### src/hdl/bcc_pkg.sv
// Shared types, constants and helper functions for the button click/hold classifier.
`timescale 1ns / 1ps

package bcc_pkg;

  localparam int unsigned CntW     = 16;
  localparam int unsigned SetupW   = 22;
  localparam int unsigned CfgDataW = 22;
  localparam int unsigned CfgAddrW = 2;
  localparam int unsigned InDataW  = 8;
  localparam int unsigned OutDataW = 8;

  // Configuration register indexes.
  localparam logic [CfgAddrW-1:0] RegDebounce        = 2'd0;
  localparam logic [CfgAddrW-1:0] RegHold            = 2'd1;
  localparam logic [CfgAddrW-1:0] RegReleaseDebounce = 2'd2;
  localparam logic [CfgAddrW-1:0] RegSetupTimeout    = 2'd3;

  localparam logic [CntW-1:0]   DebounceRst        = 16'd50;
  localparam logic [CntW-1:0]   HoldRst            = 16'd5000;
  localparam logic [CntW-1:0]   ReleaseDebounceRst = 16'd200;
  localparam logic [SetupW-1:0] SetupTimeoutRst    = 22'd300000;

  typedef struct packed {
    logic [CntW-1:0]   debounce_ms;
    logic [CntW-1:0]   hold_ms;
    logic [CntW-1:0]   release_debounce_ms;
    logic [SetupW-1:0] setup_timeout_ms;
  } bcc_cfg_t;

  typedef struct packed {
    logic              key_down;
    logic [CntW-1:0]   hold_count;
    logic              settling;
    logic [CntW-1:0]   settle_count;
    logic              in_setup;
    logic [SetupW-1:0] setup_count;
    logic              released_in_setup;
    logic [CntW-1:0]   release_count;
    logic              last_level;
  } bcc_state_t;

  typedef struct packed {
    logic setup_active;
    logic restart_request;
    logic setup_entered;
    logic toggle_request;
  } bcc_result_t;

  function automatic logic [CntW-1:0] sat_inc16(input logic [CntW-1:0] v);
    sat_inc16 = (v == {CntW{1'b1}}) ? v : v + 1'b1;
  endfunction

  function automatic logic [SetupW-1:0] sat_inc22(input logic [SetupW-1:0] v);
    sat_inc22 = (v == {SetupW{1'b1}}) ? v : v + 1'b1;
  endfunction

endpackage

### src/hdl/bcc_cfg.sv
// Configuration register file for the button click/hold classifier.
`timescale 1ns / 1ps

module bcc_cfg (
  input  logic                           clk,
  input  logic                           rst_n,
  input  logic                           cfg_wr_en,
  input  logic [bcc_pkg::CfgAddrW-1:0]   cfg_addr,
  input  logic [bcc_pkg::CfgDataW-1:0]   cfg_wdata,
  output bcc_pkg::bcc_cfg_t              cfg
);

  bcc_pkg::bcc_cfg_t cfg_r;

  always_ff @(posedge clk) begin
    if (!rst_n) begin
      cfg_r.debounce_ms         <= bcc_pkg::DebounceRst;
      cfg_r.hold_ms             <= bcc_pkg::HoldRst;
      cfg_r.release_debounce_ms <= bcc_pkg::ReleaseDebounceRst;
      cfg_r.setup_timeout_ms    <= bcc_pkg::SetupTimeoutRst;
    end else if (cfg_wr_en) begin
      case (cfg_addr)
        bcc_pkg::RegDebounce:
          cfg_r.debounce_ms <= cfg_wdata[bcc_pkg::CntW-1:0];
        bcc_pkg::RegHold:
          cfg_r.hold_ms <= cfg_wdata[bcc_pkg::CntW-1:0];
        bcc_pkg::RegReleaseDebounce:
          cfg_r.release_debounce_ms <= cfg_wdata[bcc_pkg::CntW-1:0];
        bcc_pkg::RegSetupTimeout:
          cfg_r.setup_timeout_ms <= cfg_wdata[bcc_pkg::SetupW-1:0];
        default: begin
        end
      endcase
    end
  end

  assign cfg = cfg_r;

endmodule

### src/hdl/bcc_step.sv
// Per-tick next-state and result logic of the button click/hold classifier.
`timescale 1ns / 1ps

module bcc_step (
  input  bcc_pkg::bcc_cfg_t    cfg,
  input  bcc_pkg::bcc_state_t  st,
  input  logic                 pressed,
  output bcc_pkg::bcc_state_t  st_nxt,
  output bcc_pkg::bcc_result_t res
);

  always_comb begin
    bcc_pkg::bcc_state_t s;
    logic tog;
    logic ent;
    logic rst;
    s   = st;
    tog = 1'b0;
    ent = 1'b0;
    rst = 1'b0;

    if (st.in_setup) begin
      s.setup_count = bcc_pkg::sat_inc22(st.setup_count);
      if (s.setup_count > cfg.setup_timeout_ms) begin
        rst = 1'b1;
      end else begin
        if (st.released_in_setup) begin
          s.release_count = bcc_pkg::sat_inc16(st.release_count);
        end
        // The first release in setup mode starts the re-press debounce window.
        if (!pressed && st.last_level && !st.released_in_setup) begin
          s.released_in_setup = 1'b1;
          s.release_count     = '0;
        end
        if (pressed && !st.last_level && s.released_in_setup &&
            (s.release_count >= cfg.release_debounce_ms)) begin
          rst = 1'b1;
        end
        s.last_level = pressed;
      end
      if (rst) begin
        s = '0;
      end
    end else if (st.settling) begin
      // The button level is ignored on every settling tick.
      s.settle_count = bcc_pkg::sat_inc16(st.settle_count);
      if (s.settle_count >= cfg.debounce_ms) begin
        s.settling = 1'b0;
      end
    end else begin
      if (st.key_down) begin
        s.hold_count = bcc_pkg::sat_inc16(st.hold_count);
      end
      if (pressed && !st.key_down) begin
        s.key_down   = 1'b1;
        s.hold_count = '0;
      end
      if (pressed && s.key_down && (s.hold_count >= cfg.hold_ms)) begin
        ent                 = 1'b1;
        s.in_setup          = 1'b1;
        s.setup_count       = '0;
        s.released_in_setup = 1'b0;
        s.release_count     = '0;
        s.last_level        = 1'b1;
        s.key_down          = 1'b0;
        s.hold_count        = '0;
      end else if (!pressed && s.key_down) begin
        tog            = (s.hold_count < cfg.hold_ms);
        s.key_down     = 1'b0;
        s.settling     = 1'b1;
        s.settle_count = '0;
      end
    end

    st_nxt              = s;
    res.toggle_request  = tog;
    res.setup_entered   = ent;
    res.restart_request = rst;
    res.setup_active    = s.in_setup;
  end

endmodule

### src/hdl/button_click_hold_classifier.sv
// Top level of the button click/hold classifier: state, output register and handshakes.
// Usage:
// Each transfer on the in_ stream is one millisecond tick carrying the sampled
// button level in in_tdata bit 0. Every input transfer produces exactly one
// result transfer on the out_ stream with four flags: toggle_request,
// setup_entered, restart_request and setup_active.
// The result of a tick is registered: it appears on out_tvalid in the cycle
// after its input transfer. Throughput is one tick per cycle while the receiver
// keeps up, set by the single state register bank updated on every accepted transfer.
// A single output register holds the result; in_tready is high when that
// register is empty or is being emptied, so a stalled receiver holds off the
// input only while a result waits.
// Timing thresholds are written through cfg_wr_en/cfg_addr/cfg_wdata while the
// stream is idle. Index 0 is debounce_ms, 1 hold_ms, 2 release_debounce_ms and
// 3 setup_timeout_ms.
// Synchronous reset (rst_n low) clears all classifier state, empties the output
// register and loads the default thresholds 50, 5000, 200 and 300000 ticks.
`timescale 1ns / 1ps

module button_click_hold_classifier (
  input  logic                            clk,
  input  logic                            rst_n,
  input  logic                            in_tvalid,
  output logic                            in_tready,
  // [0] pressed, [7:1] zero
  input  logic [bcc_pkg::InDataW-1:0]     in_tdata,
  output logic                            out_tvalid,
  input  logic                            out_tready,
  // [0] toggle_request, [1] setup_entered, [2] restart_request, [3] setup_active, [7:4] zero
  output logic [bcc_pkg::OutDataW-1:0]    out_tdata,
  input  logic                            cfg_wr_en,
  input  logic [bcc_pkg::CfgAddrW-1:0]    cfg_addr,
  input  logic [bcc_pkg::CfgDataW-1:0]    cfg_wdata
);

  bcc_pkg::bcc_cfg_t    cfg;
  bcc_pkg::bcc_state_t  state_r;
  bcc_pkg::bcc_state_t  state_nxt;
  bcc_pkg::bcc_result_t res;
  bcc_pkg::bcc_result_t res_r;
  logic                 out_valid_r;
  logic                 in_xfer;

  bcc_cfg u_cfg (
    .clk       (clk),
    .rst_n     (rst_n),
    .cfg_wr_en (cfg_wr_en),
    .cfg_addr  (cfg_addr),
    .cfg_wdata (cfg_wdata),
    .cfg       (cfg)
  );

  bcc_step u_step (
    .cfg     (cfg),
    .st      (state_r),
    .pressed (in_tdata[0]),
    .st_nxt  (state_nxt),
    .res     (res)
  );

  assign in_tready = !out_valid_r || out_tready;
  assign in_xfer   = in_tvalid && in_tready;

  always_ff @(posedge clk) begin
    if (!rst_n) begin
      state_r     <= '0;
      out_valid_r <= 1'b0;
    end else begin
      if (in_xfer) begin
        state_r     <= state_nxt;
        out_valid_r <= 1'b1;
      end else if (out_tready) begin
        out_valid_r <= 1'b0;
      end
    end
  end

  always_ff @(posedge clk) begin
    if (in_xfer) begin
      res_r <= res;
    end
  end

  assign out_tvalid = out_valid_r;
  assign out_tdata  = {{(bcc_pkg::OutDataW - 4){1'b0}}, res_r};

  // A short click and a setup entry are exclusive outcomes of one tick.
  a_tog_ent_excl: assert property (@(posedge clk) disable iff (!rst_n)
    out_valid_r |-> !(res_r.toggle_request && res_r.setup_entered))
    else $error("toggle and setup entry reported on the same tick");

  a_ent_active: assert property (@(posedge clk) disable iff (!rst_n)
    (out_valid_r && res_r.setup_entered) |-> res_r.setup_active)
    else $error("setup entry without setup mode");

  a_rst_idle: assert property (@(posedge clk) disable iff (!rst_n)
    (out_valid_r && res_r.restart_request) |-> (!res_r.setup_active && !state_r.in_setup))
    else $error("restart left the block in setup mode");

  a_mode_excl: assert property (@(posedge clk) disable iff (!rst_n)
    !(state_r.settling && state_r.in_setup))
    else $error("settling and setup mode active together");

  a_xfer_result: assert property (@(posedge clk) disable iff (!rst_n)
    in_xfer |=> (out_valid_r && (res_r.setup_active == state_r.in_setup)))
    else $error("accepted tick did not produce a consistent result");

endmodule
### config.mk
export PLATFORM = sky130hd
export DESIGN_NAME = button_click_hold_classifier
export DESIGN_NICKNAME = d
export VERILOG_FILES = /design/src/hdl/bcc_pkg.sv /design/src/hdl/bcc_cfg.sv /design/src/hdl/bcc_step.sv /design/src/hdl/button_click_hold_classifier.sv
export SDC_FILE = /design/constraint.sdc
export NUM_CORES = 1
export LEC_CHECK = 0
export BUFFER_PORTS_ARGS = -buffer_cell sky130_fd_sc_hd__buf_2
export CAP_MARGIN = 20
export CORE_UTILIZATION = 35
export DETAILED_ROUTE_END_ITERATION = 6
export GPL_TIMING_DRIVEN = 1
export HOLD_SLACK_MARGIN = 0.1
export SYNTH_ARGS = -nofsm -noshare
export SYNTH_HDL_FRONTEND = slang
export SYNTH_SLANG_ARGS = --single-unit
### constraint.sdc
create_clock -name clk -period 12.28 [get_ports clk]
set_input_delay 0.614 -clock clk [delete_from_list [all_inputs] [get_ports clk]]
set_output_delay 0.614 -clock clk [all_outputs]
set_load 0.05 [all_outputs]
Word level (Yosys, flattened, before mapping):

Cells that the tools add are included.

* reductions and logical operators: 31
* $add $sub $neg: 4
* mux-type cells: 31
* eq/ne operators: 11
* bitwise gates (word level): 1
* $lt $le $gt $ge: 5

Operator list (count)
* $mux 17: 10
* $mux 75: 2
* $mux 16: 6
* $mux 41: 2
* $add 16x1->16 const B: 3
* $eq 16x16->1 const B: 3
* $ge 16x16->1: 3
* $add 22x1->22 const B: 1
* $eq 22x22->1 const B: 1
* $gt 22x22->1: 1
* $mux 22: 1
* $mux 18: 1
* $lt 16x16->1: 1
* $logic_and 1x1->1: 10
* $reduce_and 2->1: 5
* $mux 1: 9
* $reduce_and 4->1: 2
* $ne 3x3->1 const B: 2
* $reduce_and 3->1: 2
* $logic_not 1->1: 5
* $eq 2x2->1 const B: 2
* $reduce_bool 2->1: 2
* $reduce_or 4->1: 1
* $reduce_bool 3->1: 1
* other kinds (7): 7

* logic and storage cells: 101
* input bits: 37
* bits in registers: 150

Longest topological paths before layout:

Gate-level depths: netlist of the first run.

* depth after elaboration: 13
* gate-level depth with buffers: 19

By module:

Synthesis of the first run repeated with hierarchy kept, for this count alone.

* cell total of the unflattened synthesis: 1350
* area, all modules: 10827.9 µm²

Modules (own cells, without submodules)
* bcc_step: area an instance 4894.7 µm², times used 1, sequential area each 0.0 µm², cells each 741
* button_click_hold_classifier: area an instance 3173.0 µm², times used 1, sequential area each 1641.6 µm², cells each 340
* bcc_cfg: area an instance 2760.1 µm², times used 1, sequential area each 1401.3 µm², cells each 269

Worst setup path before layout of the first run:

OpenSTA, ideal clock, no wires.

* kind: register -> register
* start point: register state_r[18] (netlist name)
* end point: register res_r, in the netlist out_tdata[3], data pin
* stages on the path, launching flop included: 18
* library setup time: 0.262 ns
* slack: 8.167 ns
* clock period less this slack: 4.113 ns
* data required time: 12.018 ns
* arrival time: 3.851 ns
* cells stage by stage: dfxtp_1 -> ha_1 -> inv_1 -> nor4_1 -> nand2_1 -> nand3_1 -> or2_2 -> xnor2_1 -> ha_1 -> nand4_1 -> or4_4 -> a311o_1 -> nand3_2 -> o21ai_4 -> and2_1 -> buf_2 -> clkbuf_1 -> or2_2

RTL lines
* start: declaration: RTL line button_click_hold_classifier.sv:37 `bcc_pkg::bcc_state_t state_r;`
* start signal: assignment: RTL line button_click_hold_classifier.sv:70 `state_r <= state_nxt;`
* end signal: assignment: RTL line button_click_hold_classifier.sv:80 `res_r <= res;`
* end: declaration: RTL line button_click_hold_classifier.sv:40 `bcc_pkg::bcc_result_t res_r;`

Worst setup path after layout of the first run:

* start point: register state_r[18] (netlist name)
* end point: register state_r[46] (netlist name)

* word-level cells in the longest chain between the ends: 7
* elaborated cells between the ends (all ways): 8
* classes of those cells: add/sub (1); order compare (1); eq/ne (2); mux (3); reduce/logical (1)

Ends and longest elaborated chain
* $add 22x1->22 / $eq 22x22->1 (equally long branches): RTL line bcc_pkg.sv:55 `sat_inc22 = (v == {SetupW{1'b1}}) ? v : v + 1'b1;`
* $mux 22 *: RTL line bcc_pkg.sv:55
* $gt 22x22->1 *: RTL line bcc_step.sv:24 `if (s.setup_count > cfg.setup_timeout_ms) begin`
* $mux 1 *: RTL line bcc_step.sv:24
* $mux 1 *: RTL line bcc_step.sv:22 `if (st.in_setup) begin`
* $ne 2x1->1 (no source line) *
* $reduce_and 4->1 (no source line) *

Every way passes the cells marked *; elsewhere a longest branch is shown, timed or not. The select of a mux whose other input is x is not followed.
A chain may end at the register's enable or synchronous reset.

==> results of run 1 <==
stage by stage:
| step | instances | setup slack [ns] | utilization [%] |
|---|---|---|---|
| after floorplan | 1194 | 8.17 | - |
| after global placement | 1500 | 7.12 | 37.1 |
| after detailed placement | 1500 | 7.01 | 37.1 |
| after CTS | 1531 | 7.01 | 39.3 |
| after global routing | 1536 | 6.92 | 39.6 |
| final | 1536 | 7.27 | 39.6 |
layout make-up:
cell class / instances / area share [%]
repair buffers: 46 / 2.90
inverters: 80 / 3.01
flip-flops and latches: 150 / 30.5
multi-input cells: 899 / 53.9
clock inverters: 12 / 1.05
clock buffers: 19 / 4.44
well taps: 330 / 4.14
final timing paths:
kind,start,end,slack (ns),cells past startpoint
setup reg to reg,state_r[18]$_SDFFE_PN0P_,state_r[46]$_SDFFE_PN0P_,7.27,16
setup / recovery,state_r[18]$_SDFFE_PN0P_,state_r[46]$_SDFFE_PN0P_,7.27,16
hold reg to reg,u_cfg.cfg[16]$_SDFFE_PN0P_,u_cfg.cfg[16]$_SDFFE_PN0P_,0.45,2
hold / removal,cfg_wdata[18],u_cfg.cfg[18]$_SDFFE_PN1P_,0.41,3
cells in the final DEF, fill, tap and decap left out, types with 5 or more instances in the layout:
cell,synthesis,routed
nor3_1,18,18
and4_1,7,7
a21o_1,6,6
nand3_1,86,86
nand2b_1,9,9
ha_1,74,74
o211ai_1,27,27
inv_1,79,79
nor2_1,59,59
and3_1,21,21
o21ai_0,53,53
a21oi_1,112,112
buf_2,3,35
xor2_1,12,12
dfxtp_1,146,146
buf_4,5,7
a31o_2,10,10
or4_1,9,9
clkinvlp_4,0,6
a31oi_1,12,12
nor2b_1,7,7
nand2_1,234,234
and2_1,8,7
nand4_1,26,26
o21a_1,13,13
a211oi_1,9,8
clkbuf_16,0,17
xnor2_1,27,27
nand3b_1,5,5
nor4_1,5,5
power by group through the flow:
stage	Clock, mW	Sequential (mW)	Combinational, mW
3_3_place_gp	0	0.515	0.0761
4_1_cts	0.509	0.504	0.0778
3_5_place_dp	0	0.515	0.0771
6_report	0.502	0.504	0.0796
2_1_floorplan	0	0.516	0.0503
5_1_grt	0.530	0.505	0.0889
flip-flops by register name, summed over array words and instances (netlist names):
name	flops
state_r	75
out_tdata	4
out_tvalid	1
u_cfg.cfg	70
metal layers:
metal / GRT usage (%) / vias up / wire, um
met3: 3.09 / 21 / 964
met1: 26.5 / 3790 / 11900
met4: 5.10 / 0 / 318
li1: - / 4155 / -
met2: 30.6 / 146 / 10800
met5: 0 / - / 0
kinds of logic (layout without fill, tap and decap cells):
kind of cell | count (synthesis) | count (layout) | share of synthesized area, %
other cells | 1 | 4 | 0.0418
flops | 150 | 150 | 33.9
compound gates | 265 | 265 | 18.1
fa+ha+maj | 74 | 74 | 10.3
buf+inv | 145 | 157 | 6.43
simple gates | 514 | 514 | 27.0
mux | 3 | 3 | 0.377
xor+xnor | 39 | 39 | 3.81
Yosys cell counts, types with 4 or more instances:
| library cell | number |
|---|---|
| a211oi_1 | 9 |
| a21o_1 | 6 |
| a21oi_1 | 112 |
| a31o_2 | 10 |
| a31oi_1 | 12 |
| and2_1 | 8 |
| and3_1 | 21 |
| and4_1 | 7 |
| buf_1 | 6 |
| buf_4 | 5 |
| clkbuf_1 | 48 |
| dfxtp_1 | 146 |
| edfxtp_1 | 4 |
| ha_1 | 74 |
| inv_1 | 79 |
| nand2_1 | 234 |
| nand2b_1 | 9 |
| nand3_1 | 86 |
| nand3b_1 | 5 |
| nand4_1 | 26 |
| nor2_1 | 59 |
| nor2b_1 | 7 |
| nor3_1 | 18 |
| nor3b_1 | 4 |
| nor4_1 | 5 |
| nor4b_1 | 4 |
| o211ai_1 | 27 |
| o21a_1 | 13 |
| o21ai_0 | 53 |
| or2_2 | 4 |
| or4_1 | 9 |
| xnor2_1 | 27 |
| xor2_1 | 12 |
worst max-delay path, stage by stage, from the launching register on:
cell and delay, ns:
dfxtp_1 0.46, ha_1 0.36, inv_1 0.10, nor4_1 0.46
nand2_1 0.33, nand3_1 0.26, or2_2 0.17, xnor2_1 0.08
ha_1 0.30, nand4_1 0.15, or4_4 0.57, a311o_1 0.33
nand3_2 0.11, o21ai_4 0.12, a21bo_1 0.48, or4_1 0.52
a21oi_1 0.13
==> results by group, run 1 <==
Status
  – Status: completed

Synth
  – Sequential share of the synthesized area: about 34%
  – Synthesized area per cell: 7.53 sq um
  – Cell variety after synth: 64
  – FFs w/ async S/R, synth: 0%
  – Top_reg_cell synth: dfxtp_1
  – EDFF count, synth: 4
  – Syn Inst Count: 1,191
  – Synth warn: 0
  – Share of the synthesized area in the top cell type: 32.6%
  – Seq cells post-synth: 150
  – Synth area leaders: dfxtp_1 33%, ha_1 10%, nand2_1 9.8%
  – Synthesized cell area: 0.00897 sq mm
  – Yosys top cell by area: dfxtp_1

Final layout
  – Multi-input gate area: 0.00538 sq mm
  – Share of layout cells above drive strength 1: just under 9%
  – Ant diodes: 0
  – Final Cell Area: 0.00997 sq mm
  – FF/Latch Area: roughly 0.0030 sq mm
  – Final-stage net count: 1,305
  – # fillers: roughly 2,600
  – Area Growth Syn to Fin: 11.2%

Worst setup path
  – Startpoint Class: flop
  – Worst EP required: around 13 ns
  – Critical path class: reg -> reg
  – Critical Path Fanout Max: 28
  – Arr. time, crit path: about 5.4 ns
  – Worst setup EP type: flop

Placed design
  – Cell Area, Placed: 0.00935 sq mm
  – GP Congestion: roughly 0.79
  – Final HPWL DP: 16.4 mm
  – IO Port Bufs: 35

Power and ir drop
  – Standby leakage power: between 3 and 4 nW
  – Switching Fraction: 26.0%
  – Combinational share of power: 7.3%
  – PnR Total Power: 1.09 mW
  – Sw Pwr: 0.282 mW
  – Flop pwr share: 46.4%
  – Power Density: 109 mW/mm^2
  – Clock Power Share: 46.2%
  – Total internal power: 0.803 mW
  – Worst VDD drop: 0.0000869 V

Routing
  – Drt total wl: roughly 24 mm
  – Initial DRC Count: 604
  – Vias/cell: about 5.3
  – Via count: 8,112
  – Post-route ant nets: 0
  – Routed len/inst: about 16 um
  – Drc violations: 0
  – Pre-Repair DR Iteration Count: 5

STA
  – FMAX: roughly 0.2 GHz
  – Setup TNS: 0 ns
  – Final setup fails: 0
  – Clock skew: 0.00895 ns
  – Final Hold Fails: 0
  – Worst-Margin Slew: 0.847 ns
  – Min Hold Slack: 0.410 ns
  – Crit path time final: 5.01 ns
  – Unrepaired setup endpoints after global routing: no
  – Tcrit/Tclk final: between 40% and 50%
  – Final slew viol count: 0
  – Slew headroom: 43.3%

CTS
  – Total CTS buffers: 17
  – Post_cts resized: 0
  – CTS tree: built
  – CTS Buffer Depth: 2
  – # clock sinks: 150
  – Clk slew on worst S/H paths: roughly 0.070 ns
  – Clk_lat worst skew: approximately 0.43 ns
  – Root Buffer: clkbuf_16
  – Hold Buf Count CTS: 0
  – Postcts setup bufs: 0
  – H-tree levels: 4

Floorplan
  – Die height: 162 um
  – Die Wd: between 150 and 200 um
  – Num rows: 58
  – # IOs: 47
  – Core Region: 0.0252 sq mm
  – Die area: 0.0263 sq mm
  – Initial Util: 35.6%

Global routing
  – Total gr overflow: 0
  – First-pass GRT wire length: approximately 40 mm
  – Number of global-route vias before repair: between 7,000 and 8,000
  – Initial antenna violation count: 0
  – Largest net degree at the start of global routing: 65
  – GRT Util Overall: between 10% and 20%

Run
  – Max-Cap Viols: 0

Worst hold path
  – Worst Hold Class: in -> reg
No activity file was read; power rests on OpenSTA's default activity.
==> inputs of run 2 (changes only) <==
==> constraint.sdc (replaced) <==
create_clock -name clk -period 4.8 [get_ports clk]
set_input_delay 0.24 -clock clk [delete_from_list [all_inputs] [get_ports clk]]
set_output_delay 0.24 -clock clk [all_outputs]
set_load 0.05 [all_outputs]
==> results by group, run 2 (same netlist as run 1, synthesis figures left out) <==
Power and ir drop
  – Switching Fraction: 25.3%
  – Flop pwr share: 43.9%
  – Total internal power: 2.19 mW
  – Standby leakage power: around 3.9 nW
  – Worst VDD drop: 0.000215 V
  – Clock Power Share: 48.9%
  – Power Density: 288 mW/mm^2
  – Combinational share of power: 7.2%
  – Sw Pwr: 0.744 mW

Floorplan
  – Die area: 0.0263 sq mm
  – Die Wd: 162 um
  – Num rows: 58
  – Core Region: 0.0252 sq mm
  – # IOs: 47
  – Initial Util: 35.6%
  – Die height: between 150 and 200 um

Final layout
  – Share of layout cells above drive strength 1: 9.56%
  – Most frequent cells in the layout: 234 x nand2_1, 146 x dfxtp_1, 112 x a21oi_1
  – Post-Route Utilization: 40.5%
  – Largest Register: state_r
  – Non-Filler Instances: 1,554
  – Area Growth Syn to Fin: 13.8%
  – # fillers: 2,527
  – Final Cell Area: 0.0102 sq mm
  – Final-stage net count: 1,322
  – Ant diodes: 0
  – Max FFs per register: 75
  – Most common cell after layout, fill and taps aside: nand2_1

CTS
  – Postcts setup bufs: 0
  – Total CTS buffers: 17
  – H-tree levels: 4
  – Post_cts resized: 0
  – # clock sinks: 150
  – CTS Buffer Depth: 2
  – Clk slew on worst S/H paths: 0.07 ns
  – Root Buffer: clkbuf_16
  – Hold Buf Count CTS: 7
  – Clk_lat worst skew: 0.44 ns
  – CTS tree: built

Worst setup path
  – Worst path max stage delay: between 0.5 and 0.6 ns
  – Worst setup EP type: flop
  – Startpoint Class: flop
  – Arr. time, crit path: 4.76 ns
  – Worst path buffer plus inverter count: 2
  – Worst EP required: about 5.2 ns
  – Top delay family on crit path: simple AND/OR/NAND/NOR gates
  – Critical Path Fanout Max: 13
  – Worst-path cell chain: ha_1 -> inv_1 -> nor4_1 -> a21oi_1 -> and2_1 -> and3_1 -> xor2_1 -> ha_1 -> inv_1 -> or4_4 -> nor2_1 -> nand4_1 -> o21ai_4 -> nand2_2 -> or4_1 -> a31oi_1
  – Slowest-stage cell, CP: or4_1
  – Critical path class: reg -> reg

Global routing
  – Number of global-route vias before repair: 7,535
  – First-pass GRT wire length: 39.2 mm
  – Largest net degree at the start of global routing: 60
  – Total gr overflow: 0
  – Initial antenna violation count: 0
  – GRT Util Overall: between 10% and 20%

Placed design
  – GP Congestion: about 0.82
  – Dpl cells: 1,512
  – Final HPWL DP: 16.7 mm
  – Cell Area, Placed: approximately 0.0095 sq mm
  – IO Port Bufs: 35

Routing
  – Vias/cell: 5.28
  – Drc violations: 0
  – Pre-Repair DR Iteration Count: 5
  – Initial DRC Count: 530
  – Drt total wl: 24.1 mm
  – Routed len/inst: 15.5 um
  – Post-route ant nets: 0
  – Via count: 8,201

STA
  – Worst-Margin Slew: between 0.7 and 0.8 ns
  – Setup TNS: 0 ns
  – Unrepaired setup endpoints after global routing: no
  – Final Hold Fails: 0
  – Tcrit/Tclk final: 91.7%
  – Slew headroom: 46.9%
  – Crit path time final: ~4.4 ns
  – FMAX: between 0.2 and 0.25 GHz
  – Final slew viol count: 0
  – Clock skew: between 0.01 and 0.015 ns
  – Final setup fails: 0

Worst hold path
  – Worst Hold Class: in -> reg

Run
  – Max-Cap Viols: 0

Status
  – Status: completed
-- run 2: path summary, 6_finish.rpt --
path | startpoint | endpoint | slack (ns) | cells past startpoint
worst max register to register | state_r[18]$_SDFFE_PN0P_ | state_r[28]$_SDFFE_PN0P_ | 0.40 | 16
worst min register to register | u_cfg.cfg[61]$_SDFFE_PN0P_ | u_cfg.cfg[61]$_SDFFE_PN0P_ | 0.45 | 2
worst max-delay path | state_r[18]$_SDFFE_PN0P_ | state_r[28]$_SDFFE_PN0P_ | 0.40 | 16
worst min-delay path | cfg_wdata[6] | u_cfg.cfg[44]$_SDFFE_PN0P_ | 0.11 | 3
-- run 2: power groups by stage --
stage	Combinational, mW	Sequential (mW)	Clock (mW)
final	0.211	1.29	1.44
after global routing	0.234	1.29	1.52
after CTS	0.209	1.29	1.46
after detailed placement	0.203	1.32	0
after global placement	0.202	1.32	0
after floorplan	0.129	1.32	0
-- run 2: cell type report --
type / instances / area (sq um) / share of cell area [%]
clock buffers: 18 / 450 / 4.41
clock inverters: 14 / 170 / 1.67
inverters: 80 / 300 / 2.94
multi-input cells: 899 / 5380 / 52.7
flip-flops and latches: 150 / 3040 / 29.8
well taps: 330 / 413 / 4.04
repair buffers: 63 / 455 / 4.46
-- run 2: per-stage QoR --
step / power (mW) / hold WS (ns) / setup slack (ns)
4_1_cts: 2.95 / 0.106 / 0.399
6_report: 2.94 / 0.112 / 0.400
2_1_floorplan: 1.45 / 0.369 / 0.687
3_5_place_dp: 1.52 / 0.447 / 0.442
5_1_grt: 3.04 / 0.109 / 0.0353
3_3_place_gp: 1.52 / 0.443 / 0.524
-- run 2: routing by layer --
layer	track usage, %	vias to the layer above	wire length (um)
li1	-	4194	-
met1	25.4	3825	11700
met2	30.8	153	11100
met3	3.42	29	924
met4	5.83	0	414
met5	0	-	0
-- run 2: worst reg2reg max path, stage by stage, from the launching register on --
cell	delay, ns
dfxtp_1	0.44
ha_1	0.21
inv_1	0.07
nor4_1	0.47
a21oi_1	0.19
and2_1	0.19
and3_1	0.22
xor2_1	0.15
ha_1	0.29
inv_1	0.05
or4_4	0.55
nor2_1	0.11
nand4_1	0.14
o21ai_4	0.17
nand2_2	0.31
or4_1	0.59
a31oi_1	0.18
